**src/hdl/scope_minmax_decimator_trigger_defines.svh**
```systemverilog
// Assertion macros for the scope min/max decimator.
// Each macro takes a label, the clock, the active-low reset, an antecedent
// and a consequent.
`ifndef SCOPE_MINMAX_DECIMATOR_TRIGGER_DEFINES_SVH
`define SCOPE_MINMAX_DECIMATOR_TRIGGER_DEFINES_SVH
`ifndef SYNTHESIS
`define SMDT_ASSERT_IMP(label, clk, rst_n, ante, cons) \
	label: assert property (@(posedge clk) disable iff (!rst_n) (ante) |-> (cons)) \
		else $error("smdt assertion failed");
`define SMDT_ASSERT_NXT(label, clk, rst_n, ante, cons) \
	label: assert property (@(posedge clk) disable iff (!rst_n) (ante) |=> (cons)) \
		else $error("smdt assertion failed");
`else
`define SMDT_ASSERT_IMP(label, clk, rst_n, ante, cons)
`define SMDT_ASSERT_NXT(label, clk, rst_n, ante, cons)
`endif
`endif

```
**src/hdl/smdt_pkg.sv**
```systemverilog
package smdt_pkg;

	localparam int STORE_DEPTH_DEF   = 8192;
	localparam int SCREEN_WIDTH_DEF  = 512;
	localparam int SCREEN_HEIGHT_DEF = 512;

	localparam int ACT_W      = 2;
	localparam int SAMPLE_W   = 16;
	localparam int COL_W      = 9;
	localparam int VIEW_W     = 13;
	localparam int ROW_W      = 10;
	localparam int KIND_W     = 2;
	localparam int MODE_W     = 2;
	localparam int SPC_W      = 16;
	localparam int ZOOM_W     = 12;
	localparam int CFG_IDX_W  = 2;
	localparam int CFG_DATA_W = 16;

	// request actions
	localparam logic [ACT_W-1:0] ACT_PUSH   = 2'd0;
	localparam logic [ACT_W-1:0] ACT_LOCATE = 2'd1;
	localparam logic [ACT_W-1:0] ACT_READ   = 2'd2;

	// trigger modes
	localparam logic [MODE_W-1:0] MODE_OFF     = 2'd0;
	localparam logic [MODE_W-1:0] MODE_RISING  = 2'd1;
	localparam logic [MODE_W-1:0] MODE_FALLING = 2'd2;

	// configuration register indexes
	localparam logic [CFG_IDX_W-1:0] CFG_TRIGGER_MODE       = 2'd0;
	localparam logic [CFG_IDX_W-1:0] CFG_SAMPLES_PER_COLUMN = 2'd1;
	localparam logic [CFG_IDX_W-1:0] CFG_VERTICAL_ZOOM      = 2'd2;

	// fill kinds
	localparam logic [KIND_W-1:0] FILL_NONE   = 2'd0;
	localparam logic [KIND_W-1:0] FILL_BOTTOM = 2'd1;
	localparam logic [KIND_W-1:0] FILL_TOP    = 2'd2;

	// reset values
	localparam logic [MODE_W-1:0] MODE_RST          = MODE_RISING;
	localparam logic [SPC_W-1:0]  SPC_RST           = 16'd2;
	localparam logic [ZOOM_W-1:0] ZOOM_RST          = 12'd256;
	localparam logic [SPC_W-1:0]  LEFT_RST          = 16'd2;
	localparam logic signed [SAMPLE_W-1:0] SAMPLE_MIN = 16'sh8000;
	localparam logic signed [SAMPLE_W-1:0] SAMPLE_MAX = 16'sh7FFF;

	typedef struct packed {
		logic [ACT_W-1:0]           action;
		logic signed [SAMPLE_W-1:0] sample_value;
		logic [COL_W-1:0]           column;
	} req_t;

	typedef struct packed {
		logic              trigger_found;
		logic [VIEW_W-1:0] view_start;
		logic [ROW_W-1:0]  top_row;
		logic [ROW_W-1:0]  bottom_row;
		logic [KIND_W-1:0] fill_kind;
		logic [ROW_W-1:0]  fill_from;
		logic [ROW_W-1:0]  fill_to;
	} res_t;

	typedef struct packed {
		logic push;
		logic rd_start;
		logic rd_mul;
		logic loc_start;
		logic loc_run;
		logic loc_end;
		logic out_load;
		logic out_loc;
	} smdt_cmd_t;

	typedef struct packed {
		logic loc_hit;
		logic loc_exhausted;
	} smdt_stat_t;

endpackage

```
**src/hdl/smdt_ctrl.sv**
```systemverilog
`include "scope_minmax_decimator_trigger_defines.svh"

module smdt_ctrl import smdt_pkg::*; (
	input  logic             clk,
	input  logic             arst_n,
	input  logic             req_valid,
	input  logic [ACT_W-1:0] req_action,
	output logic             req_ready,
	input  logic             res_ready,
	output logic             res_valid,
	input  smdt_stat_t       stat,
	output smdt_cmd_t        cmd
);

	localparam logic [2:0] S_IDLE     = 3'd0;
	localparam logic [2:0] S_RD_MEM   = 3'd1;
	localparam logic [2:0] S_RD_MUL   = 3'd2;
	localparam logic [2:0] S_LOC_RUN  = 3'd3;
	localparam logic [2:0] S_LOC_DONE = 3'd4;

	logic [2:0] state_q, state_d;
	logic       full_q;
	logic       accept, slot_free;

	assign req_ready = (state_q == S_IDLE);
	assign accept    = req_valid && req_ready;
	assign slot_free = !full_q || res_ready;
	assign res_valid = full_q;

	always_comb begin
		cmd           = '0;
		cmd.push      = accept && (req_action == ACT_PUSH);
		cmd.rd_start  = accept && (req_action == ACT_READ);
		cmd.loc_start = accept && (req_action == ACT_LOCATE);
		cmd.rd_mul    = (state_q == S_RD_MEM);
		cmd.loc_run   = (state_q == S_LOC_RUN);
		cmd.loc_end   = cmd.loc_run && (stat.loc_hit || stat.loc_exhausted);
		cmd.out_loc   = (state_q == S_LOC_DONE);
		cmd.out_load  = slot_free && ((state_q == S_RD_MUL) || (state_q == S_LOC_DONE));
	end

	always_comb begin
		state_d = state_q;
		case (state_q)
			S_IDLE: begin
				if (cmd.rd_start)
					state_d = S_RD_MEM;
				else if (cmd.loc_start)
					state_d = S_LOC_RUN;
			end
			S_RD_MEM:   state_d = S_RD_MUL;
			S_RD_MUL:   if (cmd.out_load) state_d = S_IDLE;
			S_LOC_RUN:  if (cmd.loc_end) state_d = S_LOC_DONE;
			S_LOC_DONE: if (cmd.out_load) state_d = S_IDLE;
			default:    state_d = S_IDLE;
		endcase
	end

	always_ff @(posedge clk or negedge arst_n) begin
		if (!arst_n) begin
			state_q <= S_IDLE;
			full_q  <= 1'b0;
		end else begin
			state_q <= state_d;
			if (cmd.out_load)
				full_q <= 1'b1;
			else if (res_ready)
				full_q <= 1'b0;
		end
	end

	`SMDT_ASSERT_NXT(a_rd_mul_next, clk, arst_n, cmd.rd_mul, state_q == S_RD_MUL)
	`SMDT_ASSERT_NXT(a_loc_start_run, clk, arst_n, cmd.loc_start, state_q == S_LOC_RUN)
	`SMDT_ASSERT_NXT(a_load_shows, clk, arst_n, cmd.out_load, res_valid)
	`SMDT_ASSERT_IMP(a_rise_from_load, clk, arst_n, $rose(res_valid), $past(state_q == S_RD_MUL || state_q == S_LOC_DONE))

endmodule

```
**config.mk**
```make
export PLATFORM = sky130hd
export DESIGN_NAME = smdt_ctrl
export DESIGN_NICKNAME = d
export VERILOG_FILES = /design/src/hdl/smdt_pkg.sv /design/src/hdl/smdt_ctrl.sv
export VERILOG_INCLUDE_DIRS = /design/src /design/src/hdl
export SDC_FILE = /design/constraint.sdc
export NUM_CORES = 1
export LEC_CHECK = 0
export BUFFER_PORTS_ARGS = -buffer_cell sky130_fd_sc_hd__buf_2
export CAP_MARGIN = 20
export CORE_AREA = 2 2 39 41
export DETAILED_ROUTE_END_ITERATION = 6
export DIE_AREA = 0 0 41 43
export PLACE_DENSITY = 0.45
export SETUP_SLACK_MARGIN = 0.15
export SYNTH_ARGS = -nofsm -noshare
export SYNTH_HDL_FRONTEND = slang
export SYNTH_SLANG_ARGS = --single-unit
export TNS_END_PERCENT = 50
```
**constraint.sdc**
```tcl
create_clock -name clk -period 1.7 [get_ports clk]
set_clock_uncertainty 0.1 [all_clocks]
set_input_delay 0.34 -clock clk [delete_from_list [all_inputs] [get_ports clk]]
set_output_delay 0.34 -clock clk [all_outputs]
set_load 0.1 [all_outputs]
```
==> flow_summary.rst, run 1 <==
.. list-table::
   :header-rows: 1

   * - Metric
     - Value
   * - Mean instance size in the synthesized netlist
     - 8.07 um2
   * - Largest net degree at the start of global routing
     - 6
   * - Total number of vias
     - roughly 380
   * - Final worst path period share
     - 110%
   * - Count of fill cells added during filler insertion
     - ~140
   * - R2R setup slack
     - roughly 0.2 ns
   * - RSZ-0062 raised after global routing
     - true
   * - Number of DRC markers in iteration 0
     - 3
   * - Total wirelength of the detailed-routed design
     - between 800 and 900 um
   * - Number of instances in the synthesized netlist
     - 38
   * - GRT Total Usage
     - between 10 and 15%
   * - Per-cell routed wire length
     - between 10 and 15 um
   * - Final global-route overflow total
     - 0
   * - Core occupancy in the finished layout
     - 52.4%
   * - Fraction of synthesized cell area taken by the top area cell type
     - approximately 33%
   * - Total placed cells including tap cells
     - 74
   * - Startpoint of the most critical setup path
     - state_q[1]
   * - Sequential share of the synthesized area
     - about a third
   * - Worst hold slack
     - between 0.3 and 0.4 ns
   * - Number of enable-type register cells in the synthesized netlist
     - 0
   * - Starting density of the core
     - roughly 22%
   * - Count of buffers inserted at the top-level ports
     - 17
   * - Commonest cells in the netlist
     - 5 x sky130_fd_sc_hd__nand2_1, 4 x sky130_fd_sc_hd__dfrtp_1, 4 x sky130_fd_sc_hd__nor2_1, 4 x sky130_fd_sc_hd__nor3b_1, 3 x sky130_fd_sc_hd__nor3_1
   * - Largest cells by area after synthesis
     - sky130_fd_sc_hd__dfrtp_1 33%, sky130_fd_sc_hd__nor3b_1 9.8%, sky130_fd_sc_hd__nand2_1 6.1%, sky130_fd_sc_hd__xor2_1 5.7%, sky130_fd_sc_hd__nor3_1 4.9%
   * - Max Slew Vio Count
     - 0
   * - Failing checks
     - negative setup slack
   * - Largest area contributor in the synthesized netlist
     - sky130_fd_sc_hd__dfrtp_1
   * - Slew headroom
     - 68.0%
   * - Setup crit start kind
     - flop
   * - Placement-stage worst setup slack
     - slightly below 0.01 ns
   * - Critical path required time
     - ~1.3 ns
   * - CTS buffer count
     - 3
   * - H-tree level count
     - 1
   * - Final setup violation count
     - 9
   * - Multi-input combinational cell area
     - 259 um2
   * - Detailed Place HPWL
     - ~600 um
   * - Number of cells on the worst reg-to-reg path
     - 6
   * - Vias per std cell
     - about 4.5
   * - Post-layout nets
     - 77
   * - Worst-skew pair later-pin latency
     - 0.23 ns
   * - Syn Nets
     - 46
   * - Final Non-Filler Cells
     - 83
   * - Initial antenna violation count
     - 0
   * - Clock sink total
     - 4
   * - Maximum operating frequency
     - between 500 and 600 MHz
   * - Critical Path End Type
     - primary output
   * - Power density of the placed cells
     - 1990 mW/mm2
   * - Final antenna-violating net count
     - 0
   * - Total of flip-flops plus latches after synthesis
     - 4
   * - Root buf cell
     - sky130_fd_sc_hd__clkbuf_4
   * - Sum Neg Setup Slack
     - -0.966 ns
   * - Setup Crit Path Kind
     - reg -> out
   * - Clock input transition at the sequential cells of the worst setup and hold paths
     - 0.04 ns
   * - Post-route DRC
     - 0
   * - CP Max Fanout
     - 4
   * - Antenna Diode Count
     - 0
   * - CP endpoint
     - cmd[4]
   * - Reg2reg end
     - state_q[1]
   * - Area occupied by registers
     - 104 um2
   * - Synth Flop Type
     - sky130_fd_sc_hd__dfrtp_1
   * - Final number of hold-violating endpoints
     - 0
   * - P&R area growth vs syn
     - 137%
   * - Number of distinct library cell variants in the gate-level netlist after synthesis
     - 20
   * - Ports placed on the boundary
     - 18
   * - Post-synthesis async set-or-reset flop share
     - 100%
   * - Hold Path Depth
     - 3
   * - Yosys synthesis warning count
     - 0
   * - Worst r2r src
     - state_q[1]
   * - Die Y-Extent
     - ~43 um
   * - Share of post-route cells with drive strength above 1
     - about two thirds
   * - Leak pwr
     - roughly 0.34 nW
   * - Critical path arrival
     - between 1 and 1.5 ns
   * - Die extent in x
     - 41 um
   * - Die area
     - 0.00176 mm2
   * - Core Rows
     - 14
   * - Most instantiated library cell after synthesis
     - sky130_fd_sc_hd__nand2_1
   * - Final worst setup slack
     - -0.173 ns
   * - Class of the worst hold path
     - in -> reg
   * - Number of detailed-routing iterations run before antenna repair
     - 3
   * - Maximum buffer depth of the clock tree
     - 2
   * - Summed instance area of the synthesized netlist
     - between 300 and 400 um2
   * - TritonCTS clock tree
     - yes
   * - Min Tclk post-route
     - roughly 1.9 ns
   * - Vias in the first global route
     - about 390
   * - CORE AREA
     - about 0.0014 mm2
   * - Outcome
     - complete, but fails checks
   * - Pin slew with the least headroom to its limit
     - 0.484 ns
   * - Global placer's final weighted congestion
     - 0.738
   * - First-pass GRT wire length
     - 1440 um
   * - Hold wc startpoint
     - res_ready
   * - Max-cap violation count
     - 0
   * - Worst vdd ir
     - about 0.0012 V
[critical path, cell delays in order, from the launching register on]
cell                      delay [ns]
sky130_fd_sc_hd__dfrtp_2        0.44
sky130_fd_sc_hd__nor3_4         0.24
sky130_fd_sc_hd__nand2_4        0.11
sky130_fd_sc_hd__nor3b_4        0.22
sky130_fd_sc_hd__buf_12         0.20
[power breakdown]
part	leakage, nW	switching [mW]	internal, mW
logic	0.275	0.703	0.451
registers	0.0466	0.0465	0.134
clock network	0.0138	0.0346	0.0787
total	0.335	0.784	0.664
[per-layer routing]
metal  vias to the layer above  global-route usage, %  share of wire, %
met2                         8                   19.4                59
met5                         -                      0                 0
li1                        190                      -                 -
met3                         0                   1.57               3.0
met4                         0                   10.0                 0
met1                       179                   13.5                38
[placed cells by master (no fill, tap or decap), drive strengths merged]
cell          n
nand2b        2
o2bb2ai       1
nand2         5
dfrtp         4
nor3          3
inv           2
o22ai         1
nor2          4
a21oi         1
nand3         1
nor2b         1
dlygate4sd3   1
nor4bb        1
or2           1
clkbuf        3
buf          27
xor2          2
nand3b        1
nor3b         4
o22a          1
o21a          1
[worst min-delay path by stage]
stage                  to  slack (ns)
3_3_place_gp   state_q[1]        0.05
3_5_place_dp   state_q[1]        0.04
5_1_grt        state_q[0]        0.34
4_1_cts        state_q[1]        0.33
6_report        res_valid        0.33
2_1_floorplan   res_valid       -0.06
[logic make-up (layout without fill, tap and decap cells)]
| family | Yosys count | after routing | synth area share (%) |
|---|---|---|---|
| AND/OR/NAND/NOR | 23 | 23 | 41.2 |
| AO/OA/AOI/OAI | 5 | 5 | 11.8 |
| flip-flops | 4 | 4 | 32.7 |
| buffers and inverters | 4 | 33 | 8.57 |
| XOR/XNOR | 2 | 2 | 5.72 |
[registers in the layout, summed over array words and instances, names as in the netlist]
register / count
res_valid: 1
state_q: 3
[timing repair]
action / 4_1_cts / 5_1_grt
hold buffers: 1 / 0
resized for setup: 12 / 1
setup buffers: 4 / 1
setup endpoints to repair: 9 / 9
pin swaps: 7 / 4
hold endpoints to repair: 4 / 0
[stage by stage]
step           cell area (um2)  power [mW]
6_report                   726        1.45
5_1_grt                    726        1.52
4_1_cts                    712        1.42
3_5_place_dp               618        1.20
3_3_place_gp               618        1.20
2_1_floorplan              359       0.871
[cell type report]
type / count / share of cell area (%)
Inverter: 2 / 1.03
Sequential cell: 4 / 14.3
Timing Repair Buffer: 28 / 43.1
Multi-Input combinational cell: 30 / 35.7
Clock buffer: 3 / 3.10
Tap cell: 16 / 2.76
(Power assumes the default switching activity.)
==> run 2: changes to the inputs <==
--- a/config.mk
+++ b/config.mk
@@ -8,10 +8,12 @@
 export LEC_CHECK = 0
 export BUFFER_PORTS_ARGS = -buffer_cell sky130_fd_sc_hd__buf_2
 export CAP_MARGIN = 20
+export CELL_PAD_IN_SITES_DETAIL_PLACEMENT = 1
+export CELL_PAD_IN_SITES_GLOBAL_PLACEMENT = 1
 export CORE_AREA = 2 2 39 41
 export DETAILED_ROUTE_END_ITERATION = 6
 export DIE_AREA = 0 0 41 43
-export PLACE_DENSITY = 0.45
+export PLACE_DENSITY = 0.61
 export SETUP_SLACK_MARGIN = 0.15
 export SYNTH_ARGS = -nofsm -noshare
 export SYNTH_HDL_FRONTEND = slang
==> flow_summary.rst, run 2 (synthesis gave the netlist of run 1 again) <==
.. list-table::
   :header-rows: 1

   * - Metric
     - Value
   * - Outcome
     - complete, but fails checks
   * - Failing checks
     - negative setup slack
   * - First-pass GRT wire length
     - 1630 um (+13%)
   * - Critical path arrival
     - 1.45 ns (+0.02 ns)
   * - Antenna Diode Count
     - 0 (unchanged)
   * - Final worst setup slack
     - -0.189 ns (-0.0152 ns)
   * - Maximum buffer depth of the clock tree
     - 2 (unchanged)
   * - CP Max Fanout
     - 4 (unchanged)
   * - Post-layout nets
     - 76 (-1.3%)
   * - Startpoint of the most critical setup path
     - state_q[2]
   * - Worst vdd ir
     - 0.00101 V (-13%)
   * - Vias in the first global route
     - 406 (+5.2%)
   * - Largest net degree at the start of global routing
     - 7 (+1)
   * - Core Rows
     - 14 (unchanged)
   * - RSZ-0062 raised after global routing
     - true
   * - Core occupancy in the finished layout
     - 52.4% (-0.090 points)
   * - Count of fill cells added during filler insertion
     - 153 (+8.5%)
   * - Clock input transition at the sequential cells of the worst setup and hold paths
     - 0.04 ns (about the same)
   * - Root buf cell
     - sky130_fd_sc_hd__clkbuf_4
   * - Vias per std cell
     - 4.50 (-0.93%)
   * - GRT Total Usage
     - 14.0% (+1.7 points)
   * - Min Tclk post-route
     - 1.89 ns (+0.0152 ns)
   * - Leak pwr
     - 0.327 nW (-2.5%)
   * - Total number of vias
     - 369 (-2.1%)
   * - Die Y-Extent
     - 43 um (unchanged)
   * - Worst hold slack
     - 0.335 ns (+0.00768 ns)
   * - Area occupied by registers
     - 104 um2 (unchanged)
   * - Count of buffers inserted at the top-level ports
     - 17 (unchanged)
   * - R2R setup slack
     - 0.12 ns (-0.08 ns)
   * - Class of the worst hold path
     - in -> async
   * - Starting density of the core
     - 22.2% (unchanged)
   * - Final worst path period share
     - 111% (+0.90 points)
   * - Most frequent cells in the layout
     - 9 x sky130_fd_sc_hd__buf_12, 8 x sky130_fd_sc_hd__buf_2, 6 x sky130_fd_sc_hd__buf_4
   * - Final number of hold-violating endpoints
     - 0 (unchanged)
   * - Worst-skew pair later-pin latency
     - 0.23 ns (about the same)
   * - Setup Crit Path Kind
     - reg -> out
   * - Setup crit start kind
     - flop
   * - Total wirelength of the detailed-routed design
     - 995 um (+16%)
   * - Number of detailed-routing iterations run before antenna repair
     - 2 (-1)
   * - Worst r2r src
     - state_q[1]
   * - Initial antenna violation count
     - 0 (unchanged)
   * - Number of cells on the worst reg-to-reg path
     - 6 (unchanged)
   * - Multi-input combinational cell area
     - 262 um2 (+0.97%)
   * - Pin slew with the least headroom to its limit
     - 0.486 ns (+0.00219 ns)
   * - H-tree level count
     - 1 (unchanged)
   * - CORE AREA
     - 0.00138 mm2 (unchanged)
   * - Power density of the placed cells
     - 1980 mW/mm2 (-0.76%)
   * - Share of post-route cells with drive strength above 1
     - 68.2% (+1.0 points)
   * - Slew headroom
     - 67.8% (-0.14 points)
   * - Critical path required time
     - 1.26 ns (about the same)
   * - Reg2reg end
     - state_q[1]
   * - Clock sink total
     - 4 (unchanged)
   * - Overall Power
     - 1.43 mW (-0.93%)
   * - Die area
     - 0.00176 mm2 (unchanged)
   * - Largest register by flop count
     - state_q
   * - Per-cell routed wire length
     - 12.1 um (+17%)
   * - Max Slew Vio Count
     - 0 (unchanged)
   * - Number of DRC markers in iteration 0
     - 5 (+2)
   * - Final setup violation count
     - 9 (unchanged)
   * - Max-cap violation count
     - 0 (unchanged)
   * - Final antenna-violating net count
     - 0 (unchanged)
   * - TritonCTS clock tree
     - yes
   * - P&R area growth vs syn
     - 136%
   * - Post-route DRC
     - 0 (unchanged)
   * - CTS buffer count
     - 3 (unchanged)
   * - Die extent in x
     - 41 um (unchanged)
   * - Maximum operating frequency
     - 529 MHz (-0.81%)
   * - Global placer's final weighted congestion
     - 0.731 (-0.99%)
   * - Critical Path End Type
     - primary output
   * - Final global-route overflow total
     - 0 (unchanged)
   * - Max reg flops
     - 3 (unchanged)
   * - Detailed Place HPWL
     - 749 um (+25%)
   * - Most frequent standard cell in the layout excluding fill and tap cells
     - sky130_fd_sc_hd__buf_12
   * - Ports placed on the boundary
     - 18 (unchanged)
-- run 2: cell count changes in the layout (fill, tap and decap cells not counted), sizes merged --
| cell | previous run | this run |
|---|---|---|
| buf | 27 | 26 |
-- run 2: timing repair --
| action | CTS | global route |
|---|---|---|
| pin swaps | 6 | 1 |
| hold buffers | 1 | 0 |
| setup endpoints to repair | 9 | 10 |
| hold endpoints to repair | 4 | 0 |
| cloned | 0 | 0 |
| gates resized for setup | 12 | 2 |
| setup buffers | 3 | 1 |
-- run 2: through the flow --
| step | TNS [ns] | instance area [um2] | std cells | setup slack (ns) |
|---|---|---|---|---|
| after CTS | -1.01 | 712 | 81 | -0.202 |
| final | -0.938 | 724 | 82 | -0.189 |
| after global routing | -1.49 | 724 | 82 | -0.261 |
| after detailed placement | -0.00191 | 618 | 74 | -0.00191 |
| after floorplan | -6.15 | 359 | 38 | -1.24 |
| after global placement | 0 | 618 | 74 | 0.0434 |
-- run 2: worst max-delay path by stage --
stage | end | slack [ns] | depth (start not counted)
finish | cmd[6] | -0.19 | 4
global route | cmd[6] | -0.26 | 4
CTS | cmd[6] | -0.20 | 4
detailed placement | cmd[4] | -0.002 | 4
global placement | cmd[4] | 0.04 | 4
floorplan | cmd[4] | -1.24 | 4
-- run 2: layout make-up --
type / instances / share of cell area, %
clock buffer: 3 / 3.11
multi-input combinational: 30 / 36.1
timing repair buffer: 27 / 42.7
inverter: 2 / 1.04
tap: 16 / 2.76
sequential: 4 / 14.3
-- run 2: routing by layer --
metal,up-vias,routed length [um],track usage (%)
met5,-,0,0
met4,0,0,8.00
met3,0,44,3.66
met2,10,565,21.9
met1,173,384,16.2
li1,186,-,-
-- run 2: power breakdown --
| part | total (mW) | internal, mW | switching (mW) |
|---|---|---|---|
| Combinational | 1.13 | 0.431 | 0.702 |
| Clock | 0.116 | 0.0788 | 0.0368 |
| Sequential | 0.185 | 0.134 | 0.0511 |
-- run 2: critical path, stage by stage (launching register included) --
cell and delay (ns):
sky130_fd_sc_hd__dfrtp_2 0.44, sky130_fd_sc_hd__nor3_4 0.24, sky130_fd_sc_hd__nand2_4 0.11, sky130_fd_sc_hd__nor3b_4 0.23, sky130_fd_sc_hd__buf_12 0.20
==> run 3: changes to the inputs <==
--- a/config.mk
+++ b/config.mk
@@ -6,6 +6,7 @@
 export SDC_FILE = /design/constraint.sdc
 export NUM_CORES = 1
 export LEC_CHECK = 0
+export ABC_AREA = 1
 export BUFFER_PORTS_ARGS = -buffer_cell sky130_fd_sc_hd__buf_2
 export CAP_MARGIN = 20
 export CELL_PAD_IN_SITES_DETAIL_PLACEMENT = 1
@@ -13,7 +14,7 @@
 export CORE_AREA = 2 2 39 41
 export DETAILED_ROUTE_END_ITERATION = 6
 export DIE_AREA = 0 0 41 43
-export PLACE_DENSITY = 0.61
+export PLACE_DENSITY = 0.67
 export SETUP_SLACK_MARGIN = 0.15
 export SYNTH_ARGS = -nofsm -noshare
 export SYNTH_HDL_FRONTEND = slang
==> flow_summary.rst, run 3 <==
.. list-table::
   :header-rows: 1

   * - Metric
     - Value
   * - Mean instance size in the synthesized netlist
     - 6.23 um2 (-23%)
   * - DR WL met2
     - 585 um (+3.5%)
   * - Global placer's final weighted congestion
     - 0.712 (-2.6%)
   * - Root buf cell
     - sky130_fd_sc_hd__clkbuf_4
   * - Detailed Place HPWL
     - 779 um (+4.0%)
   * - Pin slew with the least headroom to its limit
     - 0.488 ns (+0.00186 ns)
   * - P&R area growth vs syn
     - 111%
   * - Min Tclk post-route
     - 1.81 ns (-0.0829 ns)
   * - Final setup violation count
     - 4 (-5)
   * - Syn Nets
     - 61 (+33%)
   * - Ports placed on the boundary
     - 18 (unchanged)
   * - First-pass GRT wire length
     - 1700 um (+4.7%)
   * - Final worst setup slack
     - -0.106 ns (+0.0829 ns)
   * - RSZ-0062 raised after global routing
     - true
   * - Number of DRC markers in iteration 0
     - 5 (unchanged)
   * - Outcome
     - complete, but fails checks
   * - Total placed cells including tap cells
     - 86 (+16%)
   * - Highest cell delay on the worst timing path
     - 0.38 ns (-0.06 ns)
   * - Largest register by flop count
     - state_q
   * - Die extent in x
     - 41 um (unchanged)
   * - Total of flip-flops plus latches after synthesis
     - 4 (unchanged)
   * - Final design instance area without fill
     - 696 um2 (-4.0%)
   * - Final global-route overflow total
     - 0 (unchanged)
   * - Critical Path End Type
     - primary output
   * - Hold Path Depth
     - 2
   * - Largest area contributor in the synthesized netlist
     - sky130_fd_sc_hd__dfrtp_1
   * - Worst-skew pair later-pin latency
     - 0.25 ns (+0.02 ns)
   * - Most frequent cells in the layout
     - 9 x sky130_fd_sc_hd__nand2_1, 9 x sky130_fd_sc_hd__buf_12, 8 x sky130_fd_sc_hd__inv_2, 8 x sky130_fd_sc_hd__buf_2
   * - Total number of vias
     - 402 (+8.9%)
   * - Number of instances in the synthesized netlist
     - 53 (+39%)
   * - CTS buffer count
     - 3 (unchanged)
   * - Most instantiated library cell after synthesis
     - sky130_fd_sc_hd__inv_1
   * - Max-cap violation count
     - 0 (unchanged)
   * - Routed length on met1
     - 358 um (-6.8%)
   * - Vias per std cell
     - 4.19 (-6.9%)
   * - Slew headroom
     - 67.7% (-0.12 points)
   * - Setup crit start kind
     - flop
   * - Commonest cells in the netlist
     - 16 x sky130_fd_sc_hd__inv_1, 10 x sky130_fd_sc_hd__nand2_1, 5 x sky130_fd_sc_hd__nand3_1, 5 x sky130_fd_sc_hd__nor2_1
   * - Initial antenna violation count
     - 0 (unchanged)
   * - Cell Chain, Critical Path
     - nor2_2 > nand2_2 > nor2_4 > inv_2 > nor3_4 > buf_12
   * - Number of detailed-routing iterations run before antenna repair
     - 2 (unchanged)
   * - Path length in cells of the critical path
     - 6 (+2)
   * - Sequential share of the synthesized area
     - 30.3% (-2.4 points)
   * - H-tree level count
     - 1 (unchanged)
   * - Maximum operating frequency
     - 554 MHz (+4.6%)
   * - Summed instance area of the synthesized netlist
     - 330 um2 (+7.8%)
   * - Max Slew Vio Count
     - 0 (unchanged)
   * - Count of buffers inserted at the top-level ports
     - 17 (unchanged)
   * - Max reg flops
     - 3 (unchanged)
   * - CP Max Fanout
     - 2 (-2)
   * - Per-cell routed wire length
     - 10.8 um (-11%)
   * - Clock sink total
     - 4 (unchanged)
   * - Number of cells on the worst reg-to-reg path
     - 8 (+2)
   * - Yosys synthesis warning count
     - 0 (unchanged)
   * - GRT Total Usage
     - 15.0% (+1.1 points)
   * - Post-synthesis async set-or-reset flop share
     - 100% (unchanged)
   * - Clock input transition at the sequential cells of the worst setup and hold paths
     - 0.05 ns (about the same)
   * - Placed cell area
     - 609 um2 (-1.4%)
   * - Antenna Diode Count
     - 0 (unchanged)
   * - Final worst path period share
     - 106% (-4.9 points)
   * - Synth Flop Type
     - sky130_fd_sc_hd__dfrtp_1
   * - Number of enable-type register cells in the synthesized netlist
     - 0 (unchanged)
   * - Sum of buffers and inverters on the critical path
     - 2 (+1)
   * - Failing checks
     - negative setup slack
   * - Setup Crit Path Kind
     - reg -> out
   * - Class of the worst hold path
     - in -> reg
   * - Total wirelength of the detailed-routed design
     - 1040 um (+4.4%)
   * - Critical path required time
     - 1.26 ns (about the same)
   * - Die area
     - 0.00176 mm2 (unchanged)
   * - Post-route DRC
     - 0 (unchanged)
   * - Starting density of the core
     - 23.9% (+1.7 points)
   * - Maximum buffer depth of the clock tree
     - 2 (unchanged)
   * - Largest net degree at the start of global routing
     - 5 (-2)
   * - Die Y-Extent
     - 43 um (unchanged)
   * - CORE AREA
     - 0.00138 mm2 (unchanged)
   * - Met3 WL
     - 51 um (+16%)
   * - Largest cells by area after synthesis
     - sky130_fd_sc_hd__dfrtp_1 30%, sky130_fd_sc_hd__inv_1 18%, sky130_fd_sc_hd__nand2_1 11%, sky130_fd_sc_hd__nand2_2 7.6%, sky130_fd_sc_hd__nand3_1 7.6%
   * - TritonCTS clock tree
     - yes
   * - Fraction of synthesized cell area taken by the top area cell type
     - 30.3% (-2.4 points)
   * - CP delay by family, top
     - simple AND/OR/NAND/NOR gates
   * - Share of post-route cells with drive strength above 1
     - 66.3% (-1.9 points)
   * - Core Rows
     - 14 (unchanged)
   * - Critical path arrival
     - 1.37 ns (-0.08 ns)
   * - Final antenna-violating net count
     - 0 (unchanged)
   * - Vias in the first global route
     - 407 (+0.25%)
   * - Number of distinct library cell variants in the gate-level netlist after synthesis
     - 13 (-35%)
   * - Post-layout nets
     - 89 (+17%)
   * - Final number of hold-violating endpoints
     - 0 (unchanged)
   * - Final Non-Filler Cells
     - 96 (+17%)
   * - Slowest stage cell on the critical path
     - sky130_fd_sc_hd__dfrtp_1
   * - Highest Signal Layer
     - met4
[run 3: cell count changes in the layout (fill, tap and decap cells not counted), moves of 3 or more]
| cell | before | now |
|---|---|---|
| sky130_fd_sc_hd__nand2_2 | 1 | 5 |
| sky130_fd_sc_hd__buf_6 | 3 | 0 |
| sky130_fd_sc_hd__nor3b_4 | 3 | 0 |
| sky130_fd_sc_hd__nand2_1 | 3 | 9 |
| sky130_fd_sc_hd__inv_2 | 1 | 8 |
| sky130_fd_sc_hd__inv_1 | 1 | 6 |
| sky130_fd_sc_hd__nor2_4 | 0 | 3 |
| sky130_fd_sc_hd__dfrtp_2 | 3 | 0 |
[run 3: path summary, 6_finish.rpt]
check	start	endpoint	slack (ns)
max	state_q[0]	cmd[7]	-0.11
min	res_ready	res_valid	0.22
max reg2reg	state_q[1]	state_q[2]	0.26
min reg2reg	state_q[2]	state_q[2]	0.45
max in group asynchronous	arst_n	res_valid	1.03
min in group asynchronous	arst_n	res_valid	0.33
[run 3: worst reg2reg max path, cell delays in order, from the launching register on]
cell	delay (ns)
sky130_fd_sc_hd__dfrtp_1	0.39
sky130_fd_sc_hd__buf_4	0.16
sky130_fd_sc_hd__nand3_1	0.09
sky130_fd_sc_hd__nand2_2	0.08
sky130_fd_sc_hd__buf_4	0.14
sky130_fd_sc_hd__a21oi_2	0.18
sky130_fd_sc_hd__nand2_2	0.08
sky130_fd_sc_hd__nand2_1	0.06
sky130_fd_sc_hd__nand2_1	0.05
[run 3: what timing repair did]
item,4_1_cts,5_1_grt
buffers inserted,4,1
setup endpoints to repair,9,9
pin swaps,4,1
resized for setup,7,2
endpoints found under the hold margin,4,0
gates cloned,0,0
hold buffers,1,0
[run 3: cell families (layout without fill, tap and decap cells)]
logic type / after synthesis / after routing / share of synthesized area, %
flops: 4 / 4 / 30.3
buf+inv: 17 / 44 / 20.5
simple gates: 28 / 28 / 40.9
compound gates: 4 / 4 / 8.33
[run 3: routing by layer]
| metal | vias up | global-route usage (%) |
|---|---|---|
| met2 | 14 | 23.1 |
| li1 | 206 | - |
| met1 | 178 | 15.7 |
| met5 | - | 0 |
| met3 | 4 | 3.14 |
| met4 | 0 | 14.0 |
[run 3: layout make-up]
class | count | area (um2)
flip-flops and latches | 4 | 104
clock buffers | 4 | 26.3
repair buffers | 24 | 275
inverters | 16 | 66.3
fillers | 175 | 688
well taps | 16 | 20.0
multi-input cells | 32 | 204
[run 3: metrics by stage]
step | hold WS, ns | setup TNS [ns] | setup WS [ns] | util, %
floorplan | -0.0556 | -0.442 | -0.272 | -
global placement | 0.0465 | 0 | 0.128 | 44.0
detailed placement | 0.0561 | 0 | 0.114 | 44.0
CTS | 0.221 | -0.293 | -0.120 | 49.4
global route | 0.239 | -0.707 | -0.202 | 50.3
finish | 0.221 | -0.251 | -0.106 | 50.3
Power of run 3 is left out: the tool's default activity adds up to more than one toggle a clock period on the data nets, which glitch-free logic cannot reach.
